[src/hw/rtl/spq_pkg.sv]
// ----------------------------------------------------------------------------
// spq_pkg
// shared types, sizes, codes and helpers of the sorted priority queue
// ----------------------------------------------------------------------------
package spq_pkg;

  localparam int CAPACITY  = 64;
  localparam int COST_W    = 32;
  localparam int IDX_W     = (CAPACITY > 1) ? $clog2(CAPACITY) : 1;
  localparam int CNT_W     = $clog2(CAPACITY + 1);
  localparam int ID_W      = 16;
  localparam int IN_COST_W = 32;
  localparam int MODE_W    = 2;
  localparam int STATUS_W  = 3;
  localparam int POS_W     = 7;

  typedef logic [COST_W-1:0]    cost_t;
  typedef logic [ID_W-1:0]      id_t;
  typedef logic [CNT_W-1:0]     cnt_t;
  typedef logic [IDX_W-1:0]     idx_t;
  typedef logic [MODE_W-1:0]    mode_t;
  typedef logic [STATUS_W-1:0]  status_t;
  typedef logic [POS_W-1:0]     pos_t;
  typedef logic [IN_COST_W-1:0] in_cost_t;
  typedef logic [CAPACITY-1:0]  flag_vec_t;

  localparam mode_t MODE_INSERT   = 2'd0;
  localparam mode_t MODE_POP      = 2'd1;
  localparam mode_t MODE_DECREASE = 2'd2;

  localparam status_t ST_OK        = 3'd0;
  localparam status_t ST_EMPTY     = 3'd1;
  localparam status_t ST_FULL      = 3'd2;
  localparam status_t ST_NOT_FOUND = 3'd3;
  localparam status_t ST_BAD_KEY   = 3'd4;

  // shift command broadcast to every cell
  typedef struct packed {
    logic  pop;
    logic  ins;
    cnt_t  at;
    cnt_t  upper;
    cost_t cost;
    id_t   id;
  } cell_cmd_t;

  typedef struct packed {
    id_t      top_id;
    in_cost_t top_cost;
    status_t  status;
    pos_t     position;
    logic     is_empty;
  } rsp_t;

  function automatic cost_t to_cost(input in_cost_t x);
    logic [COST_W+IN_COST_W-1:0] t;
    t = {{COST_W{1'b0}}, x};
    return t[COST_W-1:0];
  endfunction

  function automatic in_cost_t to_out_cost(input cost_t x);
    logic [COST_W+IN_COST_W-1:0] t;
    t = {{IN_COST_W{1'b0}}, x};
    return t[IN_COST_W-1:0];
  endfunction

  function automatic pos_t to_pos(input cnt_t x);
    logic [CNT_W+POS_W-1:0] t;
    t = {{POS_W{1'b0}}, x};
    return t[POS_W-1:0];
  endfunction

endpackage

[src/hw/rtl/spq_cell.sv]
// ----------------------------------------------------------------------------
// spq_cell
// one queue entry: holds id and cost, shifts with its neighbours and
// registers its compare flags against the broadcast key
// ----------------------------------------------------------------------------
module spq_cell (
  input  logic                clk_i,
  input  spq_pkg::idx_t       idx_i,
  input  spq_pkg::cell_cmd_t  cmd_i,
  input  spq_pkg::cost_t      prev_cost_i,
  input  spq_pkg::id_t        prev_id_i,
  input  spq_pkg::cost_t      next_cost_i,
  input  spq_pkg::id_t        next_id_i,
  input  spq_pkg::cost_t      target_i,
  input  spq_pkg::id_t        match_id_i,
  output spq_pkg::cost_t      cost_o,
  output spq_pkg::id_t        id_o,
  output logic                lt_o,
  output logic                eq_o,
  output logic                idm_o
);

  spq_pkg::cost_t cost_q, cost_d;
  spq_pkg::id_t   id_q, id_d;
  spq_pkg::cnt_t  my_idx;
  logic           lt_q, eq_q, idm_q;

  assign my_idx = spq_pkg::cnt_t'(idx_i);

  always_comb begin
    cost_d = cost_q;
    id_d   = id_q;
    if (cmd_i.pop) begin
      cost_d = next_cost_i;
      id_d   = next_id_i;
    end else if (cmd_i.ins) begin
      if (my_idx == cmd_i.at) begin
        cost_d = cmd_i.cost;
        id_d   = cmd_i.id;
      end else if (my_idx > cmd_i.at && my_idx <= cmd_i.upper) begin
        cost_d = prev_cost_i;
        id_d   = prev_id_i;
      end
    end
  end

  always_ff @(posedge clk_i) begin
    cost_q <= cost_d;
    id_q   <= id_d;
    lt_q   <= cost_q < target_i;
    eq_q   <= cost_q == target_i;
    idm_q  <= id_q == match_id_i;
  end

  assign cost_o = cost_q;
  assign id_o   = id_q;
  assign lt_o   = lt_q;
  assign eq_o   = eq_q;
  assign idm_o  = idm_q;

endmodule

[config.mk]
export PLATFORM = sky130hd
export DESIGN_NAME = spq_cell
export DESIGN_NICKNAME = d
export VERILOG_FILES = /design/src/hw/rtl/spq_pkg.sv /design/src/hw/rtl/spq_cell.sv
export SDC_FILE = /design/constraint.sdc
export NUM_CORES = 1
export LEC_CHECK = 0
export ABC_CLOCK_PERIOD_IN_PS = 7100
export BUFFER_PORTS_ARGS = -buffer_cell sky130_fd_sc_hd__buf_2
export CELL_PAD_IN_SITES_DETAIL_PLACEMENT = 1
export CELL_PAD_IN_SITES_GLOBAL_PLACEMENT = 1
export CORE_AREA = 5 5 96 142
export CTS_CLUSTER_SIZE = 40
export DETAILED_ROUTE_END_ITERATION = 16
export DIE_AREA = 0 0 101 147
export PLACE_DENSITY = 0.91
export SYNTH_ARGS = -nofsm -noshare
export SYNTH_HDL_FRONTEND = slang
export SYNTH_SLANG_ARGS = --single-unit
[constraint.sdc]
create_clock -name clk_i -period 7.1 [get_ports clk_i]
set_input_delay 1.42 -clock clk_i [delete_from_list [all_inputs] [get_ports clk_i]]
set_output_delay 1.42 -clock clk_i [all_outputs]
set_load 0.05 [all_outputs]
==> impl_metrics.yaml <==
timing:
  timing.final.crit_period_ns: 3.67
  slew_headroom_pct: 39.9
  finalSetupViolCount: 0
  fin_tns_setup_ns: 0
  timing.final.crit_share_pct: 51.7
  transition_time_at_the_pin_with_the_least_slew_margin_ns: 0.900
  timing.final.hold_violations: 0
  rsz0062_at_grt: "no"
  slew_violations: 0
  max_freq_ghz: 0.273
  clock_skew_ns: 0.00426
synth:
  post_synth_most_frequent_cells: "nand2_1 (58), edfxtp_1 (48), mux2i_1 (48)"
  postSynthRegisterBits: 51
  post-synth-top-area-cell: "edfxtp_1"
  yosys_synthesis_warning_count: 0
  post_synth.cell_area_avg_um2: 9.74
  post-synth-top-area-fraction_pct: 37.8
  synth_fp_nets: 650
  synth_cells: 391
  ys.flop_type: "edfxtp_1"
  area_of_the_mapped_netlist_um2: 3810
  synth.distinct_cells: 33
  synthMostInstantiatedCell: "nand2_1"
  async_flop_share_pct: 0
  yosysSeqAreaShare_pct: 39.4
  post_synth_main_area_contributors: "edfxtp_1 (38%), ha_1 (14%), mux2i_1 (13%)"
  synth-edff-count: 48
pwr:
  power.static_leakage_nw: 2.65
  ir_drop_v: 0.0000882
  power_density_nw_per_um2: 191
clock_tree:
  clk_path_buf_depth: 2
  clockRootBuffer: "clkbuf_16"
  numClockSinks: 51
  h-tree-depth: 2
  inserted_clock_buffers: 5
  ctsHoldBuffers: 0
  ctsResizeCount: 0
  cts_setup_buffers: 0
  worst_setup_hold_path_clk_slew_ns: 0.07
  tritoncts_clock_tree: "done"
  clock_latency_ns: 0.28
layout:
  syn_to_final_growth_pct: 42.4
  insertedDiodeCount: 0
  final-instance-count-excl-fill: 807
  nets: 909
  post_route_cells_drive_above_1_share_pct: 42.9
global_routing:
  track_usage_pct: 18.3
  globalRoute.busiestLayer: "met2"
  met2_usage_pct: 36.2
  grt_antenna_before_repair: 0
  pin_count_of_the_biggest_net_entering_global_routing: 98
  global_route.usage.met3_pct: 3.56
  globalRouteOverflowTotal: 0
  first_pass_grt_wire_length_um: 21400
  grtUsageMet1_pct: 18.0
  first_global_vias: 4457
placement:
  port_buffers: 265
  dp.final_hpwl_um: 12400
  gp_congestion: 0.821
  numPlacedInstances: 799
floorplan:
  die_width_um: 101
  core_footprint_um2: 12300
  start_util_pct: 30.9
  rows: 50
  boundaryPins: 266
  die_area_um2: 14800
  die-height_um: 147
worst_setup_path:
  r2r.worst_path.cells: 6
  setup.worst_path.start_class: "input port"
  crit_type: "input port to flop"
  slowest_stage: "nor2_4"
  r2r-start: "cost_o[14]"
  cp.arrival_ns: 3.68
  cp-startpoint: "idx_i[4]"
  path_max_fanout: 26
  timing.rr.end: "lt_o"
  critical_path.cell_chain: "buf_2, ha_1, nand4b_4, nor2_4, buf_4, mux2i_1, o21ai_1"
  critical_path.max_stage_delay_ns: 0.72
  worstSetupEndpoint: "cost_o[24]"
  crit_path_end_kind: "flop"
  worstPathRequired_ns: 7.11
  reg2reg_slack_ns: 5.04
routing:
  wl_per_instance_um: 17.6
  num_vias: 3945
  route.detailed.drc: 0
  detail_route.wirelength_um: 14200
  detail-route-antenna-nets: 0
  vias_per_cell: 4.89
  drt_iter0_markers: 52
  first_pass_iters: 4
min_path:
  min-delay-path-class: "flop to flop"
run_status:
  status: "complete, no violations"
job:
  max-cap-violations: 0
worst min path at each step:
stage,start,end,slack [ns],cells after the start
6_report,id_o[12],idm_o,0.60,3
5_1_grt,id_o[9],idm_o,0.63,3
4_1_cts,id_o[12],idm_o,0.61,3
3_5_place_dp,id_o[12],idm_o,0.60,3
3_3_place_gp,id_o[12],idm_o,0.58,3
2_1_floorplan,id_o[6],idm_o,0.89,3
routing by layer:
layer	vias to the layer above	share of wire, %
li1	1901	-
met1	1835	34
met2	175	56
met3	34	6.8
met4	0	3.4
met5	-	0
stage by stage:
step / total power, W / hold WS, ns / setup WS [ns] / area (um^2) / utilization (%)
after floorplan: 0.000635 / 0.886 / 3.71 / 3810 / -
after global placement: 0.000761 / 0.584 / 3.17 / 5260 / 42.7
after detailed placement: 0.000780 / 0.595 / 3.10 / 5260 / 42.7
after CTS: 0.00105 / 0.605 / 3.40 / 5430 / 44.0
after global routing: 0.00109 / 0.635 / 3.31 / 5430 / 44.0
final: 0.00104 / 0.602 / 3.43 / 5430 / 44.0
cell type report:
cell class	count	area (um^2)
flip-flops and latches	51	1500
repair buffers	268	1350
clock inverters	3	38.8
clock buffers	5	125
well taps	156	195
inverters	45	169
fillers	1527	6900
multi-input cells	279	2050
kinds of logic (layout without fill, tap and decap cells):
logic type	count (synthesis)	in the layout	share of synthesized area, %
XOR/XNOR	16	16	3.68
AO/OA/AOI/OAI	82	82	12.0
adder cells (fa/ha/maj)	44	44	14.4
flip-flops	51	51	39.4
buffers and inverters	61	321	6.83
AND/OR/NAND/NOR	89	89	11.1
multiplexers	48	48	12.6
critical path: cells and delay by family:
family / cells / cell delay, ns
and+or+nand+nor: 2 / 0.85
AOI/OAI and AO/OA: 1 / 0.08
muxes: 1 / 0.28
adders and majority gates: 1 / 0.34
buffers and inverters: 2 / 0.66
flip-flops by register name (all words and copies together) (netlist names):
signal / flops
eq_o: 1
id_o: 16
lt_o: 1
cost_o: 32
idm_o: 1
where the power goes:
part	switching, W	internal, W
Combinational	0.000244	0.000128
Clock	0.000102	0.000164
Sequential	0.0000248	0.000373
cell usage in the layout (no fill, tap or decap), types with 8 or more instances in the layout:
master,instances
a21oi_1,15
o21ai_1,41
edfxtp_1,48
buf_2,265
xnor2_1,16
mux2i_1,48
nand4_1,8
nand2_1,58
inv_1,45
o21ai_0,12
ha_1,44
(Power assumes the default switching activity.)
