===== src/hw/rtl/spq_pkg.sv =====
// ----------------------------------------------------------------------------
// spq_pkg
// shared types, sizes, codes and helpers of the sorted priority queue
// ----------------------------------------------------------------------------
package spq_pkg;

  localparam int CAPACITY  = 64;
  localparam int COST_W    = 32;
  localparam int IDX_W     = (CAPACITY > 1) ? $clog2(CAPACITY) : 1;
  localparam int CNT_W     = $clog2(CAPACITY + 1);
  localparam int ID_W      = 16;
  localparam int IN_COST_W = 32;
  localparam int MODE_W    = 2;
  localparam int STATUS_W  = 3;
  localparam int POS_W     = 7;

  typedef logic [COST_W-1:0]    cost_t;
  typedef logic [ID_W-1:0]      id_t;
  typedef logic [CNT_W-1:0]     cnt_t;
  typedef logic [IDX_W-1:0]     idx_t;
  typedef logic [MODE_W-1:0]    mode_t;
  typedef logic [STATUS_W-1:0]  status_t;
  typedef logic [POS_W-1:0]     pos_t;
  typedef logic [IN_COST_W-1:0] in_cost_t;
  typedef logic [CAPACITY-1:0]  flag_vec_t;

  localparam mode_t MODE_INSERT   = 2'd0;
  localparam mode_t MODE_POP      = 2'd1;
  localparam mode_t MODE_DECREASE = 2'd2;

  localparam status_t ST_OK        = 3'd0;
  localparam status_t ST_EMPTY     = 3'd1;
  localparam status_t ST_FULL      = 3'd2;
  localparam status_t ST_NOT_FOUND = 3'd3;
  localparam status_t ST_BAD_KEY   = 3'd4;

  // shift command broadcast to every cell
  typedef struct packed {
    logic  pop;
    logic  ins;
    cnt_t  at;
    cnt_t  upper;
    cost_t cost;
    id_t   id;
  } cell_cmd_t;

  typedef struct packed {
    id_t      top_id;
    in_cost_t top_cost;
    status_t  status;
    pos_t     position;
    logic     is_empty;
  } rsp_t;

  function automatic cost_t to_cost(input in_cost_t x);
    logic [COST_W+IN_COST_W-1:0] t;
    t = {{COST_W{1'b0}}, x};
    return t[COST_W-1:0];
  endfunction

  function automatic in_cost_t to_out_cost(input cost_t x);
    logic [COST_W+IN_COST_W-1:0] t;
    t = {{IN_COST_W{1'b0}}, x};
    return t[IN_COST_W-1:0];
  endfunction

  function automatic pos_t to_pos(input cnt_t x);
    logic [CNT_W+POS_W-1:0] t;
    t = {{POS_W{1'b0}}, x};
    return t[POS_W-1:0];
  endfunction

endpackage


===== src/hw/rtl/spq_req_if.sv =====
// ----------------------------------------------------------------------------
// spq_req_if
// request channel of the sorted priority queue
// ----------------------------------------------------------------------------
interface spq_req_if;

  logic                valid;
  logic                ready;
  spq_pkg::mode_t      mode;
  spq_pkg::id_t        node_id;
  spq_pkg::in_cost_t   cost;
  spq_pkg::in_cost_t   lowered_cost;

  modport source (output valid, output mode, output node_id, output cost, output lowered_cost,
                  input ready);
  modport sink   (input valid, input mode, input node_id, input cost, input lowered_cost,
                  output ready);

endinterface


===== src/hw/rtl/spq_ctrl.sv =====
// ----------------------------------------------------------------------------
// spq_ctrl
// sequencer: bisection over the cell flags, id scan for decrease key,
// shift commands to the cell row and result build
// ----------------------------------------------------------------------------
module spq_ctrl (
  input  logic                  clk_i,
  input  logic                  rst_ni,
  spq_req_if.sink               req_i,
  input  spq_pkg::flag_vec_t    lt_i,
  input  spq_pkg::flag_vec_t    eq_i,
  input  spq_pkg::flag_vec_t    idm_i,
  input  spq_pkg::cost_t        head_cost_i,
  input  spq_pkg::id_t          head_id_i,
  input  logic                  res_ready_i,
  output spq_pkg::cell_cmd_t    cmd_o,
  output spq_pkg::cost_t        target_o,
  output spq_pkg::id_t          match_id_o,
  output logic                  res_valid_o,
  output spq_pkg::rsp_t         res_o
);

  localparam logic [2:0] S_IDLE = 3'd0;
  localparam logic [2:0] S_EXEC = 3'd1;
  localparam logic [2:0] S_BIS  = 3'd2;
  localparam logic [2:0] S_UP   = 3'd3;
  localparam logic [2:0] S_DN   = 3'd4;
  localparam logic [2:0] S_WAIT = 3'd5;
  localparam logic [2:0] S_RES  = 3'd6;

  logic [2:0]      state_q, state_d;
  spq_pkg::cnt_t   cnt_q, cnt_d;
  spq_pkg::mode_t  mode_q, mode_d;
  spq_pkg::id_t    id_q, id_d;
  spq_pkg::cost_t  cost_q, cost_d;
  spq_pkg::cost_t  ncost_q, ncost_d;
  spq_pkg::cost_t  target_q, target_d;
  spq_pkg::cnt_t   lo_q, lo_d, hi_q, hi_d, mid_q, mid_d;
  spq_pkg::cnt_t   i_q, i_d, idx_q, idx_d;
  logic            second_q, second_d;
  spq_pkg::rsp_t   res_q, res_d, res_base;

  spq_pkg::cnt_t   lo_n, hi_n, i_m1;
  logic [spq_pkg::CNT_W:0] mid_sum;
  spq_pkg::idx_t   mid_idx, i_idx, im1_idx;
  logic            bis_done, hit, miss;
  spq_pkg::cnt_t   hit_at;

  assign mid_idx = mid_q[spq_pkg::IDX_W-1:0];
  assign i_idx   = i_q[spq_pkg::IDX_W-1:0];
  assign i_m1    = i_q - spq_pkg::cnt_t'(1);
  assign im1_idx = i_m1[spq_pkg::IDX_W-1:0];

  // one bisection step
  always_comb begin
    if (lt_i[mid_idx]) begin
      lo_n = (lo_q == mid_q) ? lo_q + spq_pkg::cnt_t'(1) : mid_q;
      hi_n = hi_q;
    end else begin
      lo_n = lo_q;
      hi_n = mid_q;
    end
    mid_sum = {1'b0, lo_n} + {1'b0, hi_n};
  end

  assign bis_done = (lo_q == hi_q) || eq_i[mid_idx];

  always_comb begin
    res_base          = '0;
    res_base.status   = spq_pkg::ST_OK;
    res_base.is_empty = (cnt_q == '0);
  end

  always_comb begin
    state_d  = state_q;
    cnt_d    = cnt_q;
    mode_d   = mode_q;
    id_d     = id_q;
    cost_d   = cost_q;
    ncost_d  = ncost_q;
    target_d = target_q;
    lo_d     = lo_q;
    hi_d     = hi_q;
    mid_d    = mid_q;
    i_d      = i_q;
    idx_d    = idx_q;
    second_d = second_q;
    res_d    = res_q;
    cmd_o    = '0;
    hit      = 1'b0;
    miss     = 1'b0;
    hit_at   = i_q;

    unique case (state_q)
      S_IDLE: begin
        if (req_i.valid) begin
          mode_d   = req_i.mode;
          id_d     = req_i.node_id;
          cost_d   = spq_pkg::to_cost(req_i.cost);
          ncost_d  = spq_pkg::to_cost(req_i.lowered_cost);
          target_d = spq_pkg::to_cost(req_i.cost);
          lo_d     = '0;
          hi_d     = cnt_q;
          mid_d    = cnt_q >> 1;
          second_d = 1'b0;
          state_d  = S_EXEC;
        end
      end
      S_EXEC: begin
        unique case (mode_q)
          spq_pkg::MODE_INSERT: begin
            if (cnt_q == spq_pkg::cnt_t'(spq_pkg::CAPACITY)) begin
              res_d        = res_base;
              res_d.status = spq_pkg::ST_FULL;
              state_d      = S_RES;
            end else begin
              state_d = S_BIS;
            end
          end
          spq_pkg::MODE_POP: begin
            res_d = res_base;
            if (cnt_q == '0) begin
              res_d.status = spq_pkg::ST_EMPTY;
            end else begin
              cmd_o.pop      = 1'b1;
              cnt_d          = cnt_q - spq_pkg::cnt_t'(1);
              res_d.top_id   = head_id_i;
              res_d.top_cost = spq_pkg::to_out_cost(head_cost_i);
              res_d.is_empty = (cnt_q == spq_pkg::cnt_t'(1));
            end
            state_d = S_RES;
          end
          spq_pkg::MODE_DECREASE: begin
            state_d = S_BIS;
          end
          default: begin
            res_d   = res_base;
            state_d = S_RES;
          end
        endcase
      end
      S_BIS: begin
        if (bis_done) begin
          if (mode_q == spq_pkg::MODE_INSERT) begin
            cmd_o.ins      = 1'b1;
            cmd_o.at       = mid_q;
            cmd_o.upper    = cnt_q;
            cmd_o.cost     = cost_q;
            cmd_o.id       = id_q;
            cnt_d          = cnt_q + spq_pkg::cnt_t'(1);
            res_d          = res_base;
            res_d.position = spq_pkg::to_pos(mid_q);
            res_d.is_empty = 1'b0;
            state_d        = S_RES;
          end else if (!second_q) begin
            if (lo_q == hi_q) begin
              miss = 1'b1;
            end else begin
              i_d     = mid_q;
              state_d = S_UP;
            end
          end else begin
            cmd_o.ins      = 1'b1;
            cmd_o.at       = mid_q;
            cmd_o.upper    = idx_q;
            cmd_o.cost     = ncost_q;
            cmd_o.id       = id_q;
            res_d          = res_base;
            res_d.position = spq_pkg::to_pos(mid_q);
            state_d        = S_RES;
          end
        end else begin
          lo_d  = lo_n;
          hi_d  = hi_n;
          mid_d = mid_sum[spq_pkg::CNT_W:1];
        end
      end
      S_UP: begin
        if (i_q < hi_q) begin
          if (idm_i[i_idx]) begin
            hit    = 1'b1;
            hit_at = i_q;
          end else if (!eq_i[i_idx]) begin
            i_d     = mid_q;
            state_d = S_DN;
          end else begin
            i_d = i_q + spq_pkg::cnt_t'(1);
          end
        end else begin
          i_d     = mid_q;
          state_d = S_DN;
        end
      end
      S_DN: begin
        if (i_q > lo_q) begin
          if (idm_i[im1_idx]) begin
            hit    = 1'b1;
            hit_at = i_m1;
          end else if (!eq_i[im1_idx]) begin
            miss = 1'b1;
          end else begin
            i_d = i_m1;
          end
        end else begin
          miss = 1'b1;
        end
      end
      S_WAIT: begin
        state_d = S_BIS;
      end
      S_RES: begin
        if (res_ready_i) begin
          state_d = S_IDLE;
        end
      end
      default: begin
        state_d = S_IDLE;
      end
    endcase

    if (miss) begin
      res_d        = res_base;
      res_d.status = spq_pkg::ST_NOT_FOUND;
      state_d      = S_RES;
    end

    if (hit) begin
      idx_d = hit_at;
      if (ncost_q > cost_q) begin
        res_d        = res_base;
        res_d.status = spq_pkg::ST_BAD_KEY;
        state_d      = S_RES;
      end else begin
        target_d = ncost_q;
        lo_d     = '0;
        hi_d     = hit_at;
        mid_d    = hit_at >> 1;
        second_d = 1'b1;
        state_d  = S_WAIT;
      end
    end
  end

  always_ff @(posedge clk_i or negedge rst_ni) begin
    if (!rst_ni) begin
      state_q <= S_IDLE;
      cnt_q   <= '0;
    end else begin
      state_q <= state_d;
      cnt_q   <= cnt_d;
    end
  end

  always_ff @(posedge clk_i) begin
    mode_q   <= mode_d;
    id_q     <= id_d;
    cost_q   <= cost_d;
    ncost_q  <= ncost_d;
    target_q <= target_d;
    lo_q     <= lo_d;
    hi_q     <= hi_d;
    mid_q    <= mid_d;
    i_q      <= i_d;
    idx_q    <= idx_d;
    second_q <= second_d;
    res_q    <= res_d;
  end

  assign req_i.ready = (state_q == S_IDLE);
  assign target_o    = target_q;
  assign match_id_o  = id_q;
  assign res_valid_o = (state_q == S_RES);
  assign res_o       = res_q;

  // fill level never passes capacity
  a_cnt_bound: assert property (@(posedge clk_i) disable iff (!rst_ni)
    cnt_q <= spq_pkg::cnt_t'(spq_pkg::CAPACITY))
    else $error("entry count above capacity");

  // pop only on a non-empty queue
  a_pop_nonempty: assert property (@(posedge clk_i) disable iff (!rst_ni)
    cmd_o.pop |-> cnt_q != '0)
    else $error("pop on empty queue");

  // bisection window stays ordered
  a_bis_window: assert property (@(posedge clk_i) disable iff (!rst_ni)
    (state_q == S_BIS) |-> (lo_q <= hi_q && mid_q <= hi_q))
    else $error("bisection window inverted");

  // every shift ends the operation
  a_shift_then_res: assert property (@(posedge clk_i) disable iff (!rst_ni)
    (cmd_o.pop || cmd_o.ins) |=> state_q == S_RES)
    else $error("shift without result");

  // upward scan stays inside the window
  a_scan_up: assert property (@(posedge clk_i) disable iff (!rst_ni)
    (state_q == S_UP) |-> (i_q >= mid_q && i_q <= hi_q))
    else $error("upward scan out of window");

endmodule

===== src/flat_wrapper.sv =====
// flat-port wrapper written by rule: the top's interface ports become plain ports
module spq_ctrl_flat 
  (clk_i, rst_ni, lt_i, eq_i, idm_i, head_cost_i, head_id_i, res_ready_i, cmd_o, target_o, match_id_o, res_valid_o, res_o, req_i_valid, req_i_mode, req_i_node_id, req_i_cost, req_i_lowered_cost, req_i_ready);
  spq_req_if req_i_i ();
  input  logic clk_i;
  input  logic rst_ni;
  input  spq_pkg::flag_vec_t lt_i;
  input  spq_pkg::flag_vec_t eq_i;
  input  spq_pkg::flag_vec_t idm_i;
  input  spq_pkg::cost_t head_cost_i;
  input  spq_pkg::id_t head_id_i;
  input  logic res_ready_i;
  output spq_pkg::cell_cmd_t cmd_o;
  output spq_pkg::cost_t target_o;
  output spq_pkg::id_t match_id_o;
  output logic res_valid_o;
  output spq_pkg::rsp_t res_o;
  input wire logic [$bits(req_i_i.valid)-1:0] req_i_valid;
  input wire logic [$bits(req_i_i.mode)-1:0] req_i_mode;
  input wire logic [$bits(req_i_i.node_id)-1:0] req_i_node_id;
  input wire logic [$bits(req_i_i.cost)-1:0] req_i_cost;
  input wire logic [$bits(req_i_i.lowered_cost)-1:0] req_i_lowered_cost;
  output wire logic [$bits(req_i_i.ready)-1:0] req_i_ready;
  assign req_i_i.valid = req_i_valid;
  assign req_i_i.mode = req_i_mode;
  assign req_i_i.node_id = req_i_node_id;
  assign req_i_i.cost = req_i_cost;
  assign req_i_i.lowered_cost = req_i_lowered_cost;
  assign req_i_ready = req_i_i.ready;
  spq_ctrl u_core (.clk_i(clk_i), .rst_ni(rst_ni), .req_i(req_i_i), .lt_i(lt_i), .eq_i(eq_i), .idm_i(idm_i), .head_cost_i(head_cost_i), .head_id_i(head_id_i), .res_ready_i(res_ready_i), .cmd_o(cmd_o), .target_o(target_o), .match_id_o(match_id_o), .res_valid_o(res_valid_o), .res_o(res_o));
endmodule

===== config.mk =====
export PLATFORM = sky130hd
export DESIGN_NAME = spq_ctrl_flat
export DESIGN_NICKNAME = d
export VERILOG_FILES = /design/src/hw/rtl/spq_pkg.sv /design/src/hw/rtl/spq_req_if.sv /design/src/hw/rtl/spq_ctrl.sv /design/src/flat_wrapper.sv
export SDC_FILE = /design/constraint.sdc
export NUM_CORES = 1
export LEC_CHECK = 0
export BUFFER_PORTS_ARGS = -buffer_cell sky130_fd_sc_hd__clkbuf_2
export CAP_MARGIN = 20
export CORE_AREA = 2 2 193 195
export CTS_BUF_LIST = sky130_fd_sc_hd__clkbuf_16
export DETAILED_ROUTE_END_ITERATION = 10
export DIE_AREA = 0 0 195 197
export GPL_TIMING_DRIVEN = 0
export PLACE_DENSITY_LB_ADDON = 0.12
export SYNTH_ARGS = -nofsm -noshare
export SYNTH_HDL_FRONTEND = slang
export SYNTH_SLANG_ARGS = --single-unit

===== constraint.sdc =====
create_clock -name clk_i -period 5.3 [get_ports clk_i]
set_input_delay 0.795 -clock clk_i [delete_from_list [all_inputs] [get_ports clk_i]]
set_output_delay 0.795 -clock clk_i [all_outputs]
set_load 0.01 [all_outputs]

==> metrics.yaml <==
synth_nets: 1749
post-place-ws_ns: -0.550
dieHeight_um: 197
numPortBuffers: 498
track_usage_pct: 26.7
irDropWorstVdd_uv: 262
cts_sinks: 219
timing.rr.start: "u_core.mid_q[0]"
postLayoutCellArea_sq_mm: 0.0186
r2r_slack_ns: 0.33
grt_max_degree: 54
slew_violations: 0
cp.arrival_ns: 4.20
grt_pass1_vias: 13156
grt.met1_usage_pct: 33.8
cts_tree: "done"
synth-main-ff-cell: "dfxtp_1"
yosysSeqAreaShare_pct: 36.7
min_period_over_period_pct: 94.2
avgSynthCellArea_sq_um: 10.8
crit_required_ns: 4.51
rr_endpoint: "u_core.mid_q[5]"
synth-async-reset-ratio_pct: 4.57
drt_wl_total_mm: 52.8
drtIter0Drc: 816
skew_ns: 0.0146
power.density_mw_per_mm2: 648
critPathLaunchType: "flop"
dp_hpwl_mm: 42.2
finalHoldViolations: 0
start_util_pct: 40.6
syn_inst: 1365
gp_congestion: 0.968
final_layout_size_suffix_gt1_share_pct: 41.4
drc_errors: 0
use_met2_pct: 46.7
gr-total-overflow: 0
fin_nets: 2272
path_class: "flop to output pin"
maxCapViolCount: 0
design.core.area_sq_mm: 0.0363
avgRoutedWirePerCell_um: 22.2
ys_ff_latch: 219
hp-class: "input port to asynchronous set/reset pin"
grt_antenna_before_repair: 6
max_freq_mhz: 200
io_pins: 499
status: "finished, final reports clean"
grt_setup_unrepaired: "no"
avgViaCountPerCell: 5.62
grt_pass1_wl_mm: 79.1
cts_made_buffers: 25
mappedNetlistArea_sq_mm: 0.0147
synth_edf_count: 96
tightest_slew_ns: 1.04
clockRootBuffer: "clkbuf_16"
worst_setup_path_end_kind: "output pin"
drtAntennaViolNets: 0
post_cts.repair.setup_buffers: 0
via_count: 13368
cts_buffer_depth: 3
grt-busiest-layer: "met2"
slew-limit-headroom_pct: 30.1
rows: 70
p_leak_uw: 0.00818
placed_area_sq_mm: 0.0178
fp.dieArea_sq_mm: 0.0384
cts_max_level: 1
clk_pin_slew_ns: 0.06
reg2reg_depth: 16
crit_fanout: 10
fillers: 3441
setup_viol: 0
clk_latency_ns: 0.52
yosysWarnings: 0
synth_cell_types: 78
drtPass1Iterations: 5
grt_util_met3_pct: 5.10
worst_slack_ns: 0.309
die_w_um: 195
min_period_ns: 4.99
area_growth_pct: 26.6
==> report_power, final <==
group          internal, uW  total (uW)  leakage [uW]  switching, uW
combinational          3320        7560       0.00583           4240
sequential             2420        2860       0.00194            436
clock                   942        1650      0.000413            708
==> Yosys cell counts (9+ instances only) <==
cell type	number	share of area, %
and2_1	27	1.1
buf_12	9	1.2
inv_1	60	1.5
nor2_1	54	1.4
nand2b_1	11	0.47
and3_1	14	0.60
nand3_1	21	0.71
o21ai_0	64	2.2
ha_1	57	4.8
xnor2_1	11	0.65
a211oi_1	9	0.46
dfrtp_1	10	1.7
a22oi_2	29	2.5
nand2_1	163	4.2
mux2i_1	60	4.1
nor3_1	18	0.61
a31oi_1	15	0.64
dfxtp_1	113	15
buf_4	13	0.66
nor2_2	50	2.1
clkbuf_1	45	1.1
buf_2	21	0.71
a21oi_1	81	2.8
edfxtp_1	96	20
a22oi_1	38	1.9
xor2_1	24	1.4
nand4_1	14	0.60
mux2_2	9	0.69
mux4_2	87	13
mux4_1	21	3.7
==> what timing repair did <==
action,CTS,global route
hold buffers,0,0
gates resized for setup,7,4
endpoints found under the setup margin,120,28
==> routing by layer <==
metal  up-vias  share of wire, %
li1       6174                 -
met1      6506                40
met2       615                50
met3        71               7.5
met4         2               2.6
met5         -             0.023
==> area by class of cell <==
cell class	count	area [sq um]	area share [%]
Inverter	65	245	1.32
Buffer	101	692	3.71
Timing Repair Buffer	499	2520	13.5
Clock inverter	17	76.3	0.410
Clock buffer	28	701	3.76
Antenna cell	4	10.0	0.0537
Sequential cell	219	5400	29.0
Tap cell	468	586	3.14
Multi-Input combinational cell	977	8400	45.1
==> cells in the final DEF, fill, tap and decap left out, types with 15 or more instances in the layout <==
cell type  Yosys  routed
mux4_1        21      21
clkbuf_16      0      28
nor3_1        18      18
a22oi_1       38      38
inv_1         60      68
nand3_1       21      21
dfxtp_1      113     113
a31oi_1       15      15
nor2_2        50      50
edfxtp_1      96      96
nand2_1      163     163
buf_2         21      20
a21oi_1       81      81
mux2i_1       60      60
o21ai_0       64      64
clkbuf_2       2     503
mux4_2        87      87
nor2_1        54      54
clkbuf_1      45      39
ha_1          57      57
xor2_1        24      24
and2_1        27      27
a22oi_2       29      29
==> metrics by stage <==
| step | TNS [ns] | power [uW] | std cells | hold slack [ns] | util, % |
|---|---|---|---|---|---|
| finish | 0 | 12100 | 2378 | 0.149 | 51.4 |
| global route | 0 | 12900 | 2378 | 0.140 | 51.4 |
| CTS | 0 | 12100 | 2375 | 0.130 | 51.3 |
| detailed placement | -38.92 | 10400 | 2332 | 0.476 | 49.2 |
| global placement | -100.62 | 10300 | 2331 | 0.471 | 49.1 |
| floorplan | 0 | 8160 | 1365 | 0.455 | - |
==> flip-flops by register name, summed over array words and instances, names as in the netlist <==
signal / cells
u_core.second_q: 1
u_core.res_o: 59
u_core.target_o: 32
u_core.state_q: 3
u_core.hi_q: 7
u_core.idx_q: 7
u_core.i_q: 7
u_core.match_id_o: 16
u_core.ncost_q: 32
u_core.mode_q: 2
u_core.cnt_q: 7
u_core.mid_q: 7
u_core.cost_q: 32
u_core.lo_q: 7
==> worst max path at each step <==
stage	end	slack, ns	startpoint	depth (start not counted)
after global placement	u_core.mid_q[0]	-1.28	req_i_valid	8
after global routing	u_core.target_o[12]	0.02	u_core.i_q[0]	17
after floorplan	u_core.hi_q[2]	0.82	req_i_valid	7
after CTS	u_core.mid_q[5]	0.03	u_core.mid_q[0]	17
final	cmd_o[58]	0.31	u_core.mid_q[1]	12
after detailed placement	u_core.res_o[13]	-0.55	u_core.i_q[1]	18
==> worst max-delay path, cell delays in order (launching register included) <==
cell and delay, ns:
dfxtp_1 0.43, buf_1 0.51, mux4_2 0.41, mux2_2 0.29
mux4_2 0.52, mux2i_4 0.29, nand2_2 0.12, nand2b_1 0.09
buf_4 0.16, inv_2 0.10, clkbuf_1 0.30, and2_1 0.30
clkbuf_2 0.15
==> cells by family after synthesis <==
group / after synthesis / share of synthesized area, %
muxes: 181 / 22.5
DFF: 219 / 36.7
buffers and inverters: 169 / 6.29
AOI/OAI and AO/OA: 298 / 14.0
and+or+nand+nor: 405 / 13.5
adders and majority gates: 58 / 4.98
xor gates and xnor gates: 35 / 2.08
Power figures use the tool's default switching activity.
